### src/design/msbs_ram.sv
// generic single write port ram with registered read
`timescale 1ns / 1ps
module msbs_ram #(
	parameter int WIDTH = 32,
	parameter int DEPTH = 64
) (
	input  logic                     clk,
	input  logic                     we,
	input  logic [$clog2(DEPTH)-1:0] waddr,
	input  logic [WIDTH-1:0]         wdata,
	input  logic [$clog2(DEPTH)-1:0] raddr,
	output logic [WIDTH-1:0]         rdata
);
	logic [WIDTH-1:0] mem [DEPTH];

	always_ff @(posedge clk) begin
		if (we) begin
			mem[waddr] <= wdata;
		end
		rdata <= mem[raddr];
	end
endmodule

### config.mk
export PLATFORM = sky130hd
export DESIGN_NAME = msbs_ram
export DESIGN_NICKNAME = d
export VERILOG_FILES = /design/src/design/msbs_ram.sv
export SDC_FILE = /design/constraint.sdc
export NUM_CORES = 2
export LEC_CHECK = 0
export ABC_AREA = 0
export BUFFER_PORTS_ARGS = -buffer_cell sky130_fd_sc_hd__buf_2
export CAP_MARGIN = 25
export CORE_MARGIN = 5
export CORE_UTILIZATION = 45
export DETAILED_ROUTE_END_ITERATION = 10
export SLEW_MARGIN = 5
export SYNTH_ARGS = -nofsm -noshare
export SYNTH_HDL_FRONTEND = slang
export SYNTH_SLANG_ARGS = --single-unit
### constraint.sdc
create_clock -name clk -period 8.8 [get_ports clk]
set_clock_uncertainty 0.2 [all_clocks]
set_input_delay 1.76 -clock clk [delete_from_list [all_inputs] [get_ports clk]]
set_output_delay 1.76 -clock clk [all_outputs]
set_load 0.01 [all_outputs]
---- Word-level counts from Yosys, hierarchy flattened ----
Memories as Yosys holds them, arrays and structs flattened. A register that Yosys moved wholly into a read port is not among the register bits.
Cells that the tools add are included.
storage, ports and cells
  bits in registers ....................... 0
  word-level logic and storage cells ...... 3
  memories kept ........................... 1
  RAM bits ................................ 2048
  input bits .............................. 46
memories
  memory  depth  bits a word  rd ports  clocked after memory_dff  wr ports  RTL line  text
  mem     64     32           1         1                         1         14        logic [WIDTH-1:0] mem [DEPTH];
operators by class
  muxes and demuxes ....................... 2
operators by type and width
  kind              number
  2-to-1 mux 1 bit  2

---- Logic depth before layout (Yosys ltp) ----
  depth after elaboration ................. 2
  gate-level depth with buffers ........... 10
  gate-level depth less buffers ........... 5

---- Worst setup path after synthesis ----
Ideal clock, no wire load.
  path type ............................... input -> register
  from .................................... input waddr[3]
  to ...................................... memory mem[48][0] (enable)
  arrival ................................. 4.459 ns
  path buffers ............................ 1
  path slack .............................. 3.680 ns
  library setup time ...................... 0.461 ns
  stages .................................. 4
  cell sequence ........................... clkbuf_1 nor2b_1 nand4b_1 nor3_1
RTL lines
  element          RTL line  text
  start, declared  9         input logic [$clog2(DEPTH)-1:0] waddr,
  end, declared    14
Straight into the memory's write port.

==> flow_summary.toml <==
[clock_network]
clock-sinks = 2080
htree_levels = 4
cts_resized = 0
clock-root-buffer = "clkbuf_16"
clk_latency_ns = 0.84
cts_setup_buffers = 0
cts_buffers = 207
clk_path_buf_depth = 3
cts_tree = "yes"
clk_pin_slew_worst_paths_ns = 0.06
ctsHoldBuffers = 0

[detailed_routing]
wirelength_um = 202600
drt-pass1-iter-count = 5
post-route-drc-count = 0
route.antenna.remaining_nets = 0
routed-via-count = 36630
drt_iter0_drc = 4329
vias_per_cell = 6.033
wl_per_cell_um = 33.36

[setup_path]
crit_slowest_cell = "buf_4"
reg2reg_slack_ns = 6.24
crit_top_cell = "nor2_1"
worstSetupStartpointType = "input pin"
endpoint_kind = "register"
cp_max_fo = 63
cp_cell_sequence = "buf_6 -> buf_12 -> buf_4 -> nand2b_1 -> o22ai_1 -> nor2_1 -> a21oi_1 -> nor2_1"
rr_endpoint = "rdata[2]"
critPathMaxStageDelay_ns = 0.61
r2r_start = "mem[38][2]"
critPathKind = "input pin to register"
critPathRequiredTime_ns = 9.26
cp.arrival_ns = 5.14
ff2ff_path_depth = 5

[pwr]
p_sw_uw = 4397
p_sw_share_pct = 21.43
pwr_density_cell_mw_per_mm2 = 229.5
clkPwrFrac_pct = 41.5
p_int_uw = 16120
comb_power_share_pct = 4.8
p_leak_uw = 0.02771
peakVddDrop_mv = 0.2051
p_seq_share_pct = 53.7

[global_route]
grt_pass1_wl_um = 286600
grt_util_met3_pct = 3.509
met1_usage_pct = 32.64
grt-busiest-layer = "met2"
antenna_found_initial = 10
track_usage_pct = 22.27
grt_max_degree = 104
grt_overflow = 0
met2_usage_pct = 35.65
grt_pass1_vias = 37260

[yosys]
synth_top_family_by_area = "multiplexers"
async_flop_share_pct = 0
yosysMostFrequentCell = "edfxtp_1"
syn_avg_cell_area_sq_um = 23.62
synth_compound_area_share_pct = 1.673
synth_enable_flop_cells = 2048
yosys-top-cells-count = "edfxtp_1, mux4_2, nor2_1"
syn_inst = 3324
syn_area_sq_mm = 0.07852
yosysWarnings = 0
netlist.area_leader.share_pct = 78.33
ys_ff_latch = 2080
yosysTopAreaCell = "edfxtp_1"
syn_nets = 3370
synth_flop_cell = "edfxtp_1"
muxShareOfSynthArea_pct = 16.79
synthAdderAreaFrac_pct = 0
synth_area_leaders = "edfxtp_1, mux4_2, mux2i_1"
synth.yosys.seq_area_share_pct = 79.14
yosysUniqueCellTypes = 34
synth_simple_gate_area_share_pct = 1.265
synthXorXnorAreaFrac_pct = 0

[sta]
max_freq_mhz = 213.5
rsz0062_at_grt = "false"
slew_headroom_pct = 33.54
post-route-period-util_pct = 53.24
tightest_slew_ns = 0.9945
finalSetupViolCount = 0
finalSetupTns_ns = 0
period_minus_slack_ns = 4.685
slew_violations = 0
timing.final.ws_setup_ns = 4.115
timing_hold_violations_final = 0

[layout]
fillers = 13520
finish.net_count = 3603
area_growth_pct = 13.84
final_layout_size_suffix_gt1_share_pct = 29.88
final_core_util_pct = 51.48

[floorplanning]
start_util_pct = 45.22
io-pin-count = 78
dieHeight_um = 427.7
fp.coreArea_sq_mm = 0.1736
die_x_um = 427.7
rows = 153
dieArea_sq_mm = 0.1829

[placed_design]
globalplace.congestion = 0.7490
port_buffers = 77
pre_cts_slack_ns = 3.248
dp_hpwl_um = 107200

[flow_run]
maxCapViolCount = 0

[worst_hold_path]
hold_end = "rdata[20]"
hold_class = "register to register"
min_from = "mem[13][20]"
hold_path_depth = 4

[run_status]
outcome = "finished, final reports clean"
-- how the worst max path moves through the flow --
stage                   from          to  slack, ns  depth (start not counted)
floorplan           waddr[3]  mem[48][0]       3.68                          4
global placement    raddr[0]    rdata[2]       3.21                          7
detailed placement  raddr[0]    rdata[2]       3.25                          7
CTS                 raddr[0]    rdata[2]       4.11                          7
global route        raddr[0]    rdata[2]       4.09                          7
finish              raddr[3]   rdata[12]       4.12                          8
-- power by group through the flow --
stage | Clock (uW) | Sequential [uW] | Combinational, uW
2_1_floorplan | 0 | 11200 | 533
3_3_place_gp | 0 | 11200 | 978
3_5_place_dp | 0 | 11200 | 997
4_1_cts | 8630 | 11000 | 997
5_1_grt | 9080 | 11000 | 1060
6_report | 8500 | 11000 | 994
-- stage by stage --
step	hold WS [ns]	instances	total power (uW)	instance area, sq um
2_1_floorplan	0.4632	3324	11740	78520
3_3_place_gp	0.5205	5654	12220	82420
3_5_place_dp	0.5576	5662	12230	82580
4_1_cts	0.5798	6056	20650	89140
5_1_grt	0.5971	6067	21150	89370
6_report	0.5732	6072	20520	89380
-- final cells by class --
cell class / count / area [sq um] / area share (%)
Multi-Input combinational cell: 1062 / 15970 / 17.87
Timing Repair Buffer: 206 / 1785 / 1.998
Clock buffer: 292 / 5847 / 6.542
Tap cell: 2325 / 2909 / 3.255
Clock inverter: 102 / 711.9 / 0.7965
Antenna cell: 5 / 12.51 / 0.01400
Sequential cell: 2080 / 62140 / 69.52
-- state kept, by name, indices dropped and copies added (netlist names) --
register / flops
mem: 2048
rdata: 32
-- worst max-delay path, delay by kind of cell --
kind | cells | cell delay [ns]
simple gates | 3 | 0.87
compound gates | 2 | 1.10
buf+inv | 3 | 1.27
-- routing by layer --
layer / routed length (um) / share of wire, % / up-vias
li1: - / - / 14760
met2: 98500 / 49 / 1587
met1: 84230 / 42 / 20020
met5: 0 / 0 / -
met4: 4559 / 2.3 / 0
met3: 15280 / 7.5 / 265
-- cells in the final DEF (no fill, tap or decap), drive strengths merged, types with 3 or more instances in the layout --
master,n
edfxtp,2048
mux4,544
clkbuf,292
buf,206
nor2,137
mux2i,93
clkinv,87
o22ai,84
a21oi,62
dfxtp,32
o221ai,27
nand2,26
nor2b,15
a22oi,12
a311oi,8
nand2b,8
nor3,7
diode,5
nand3b,5
nand3,5
clkinvlp,5
bufinv,5
inv,5
or3b,5
and3,4
a41o,4
o32ai,4
or3,3
or2,3
-- cell families (layout without fill, tap and decap cells) --
group / count (synthesis) / count (layout)
flops: 2080 / 2080
mux: 637 / 637
simple gates: 223 / 223
other cells: 0 / 5
compound gates: 202 / 202
buf+inv: 182 / 600
(Power assumes the default switching activity.)
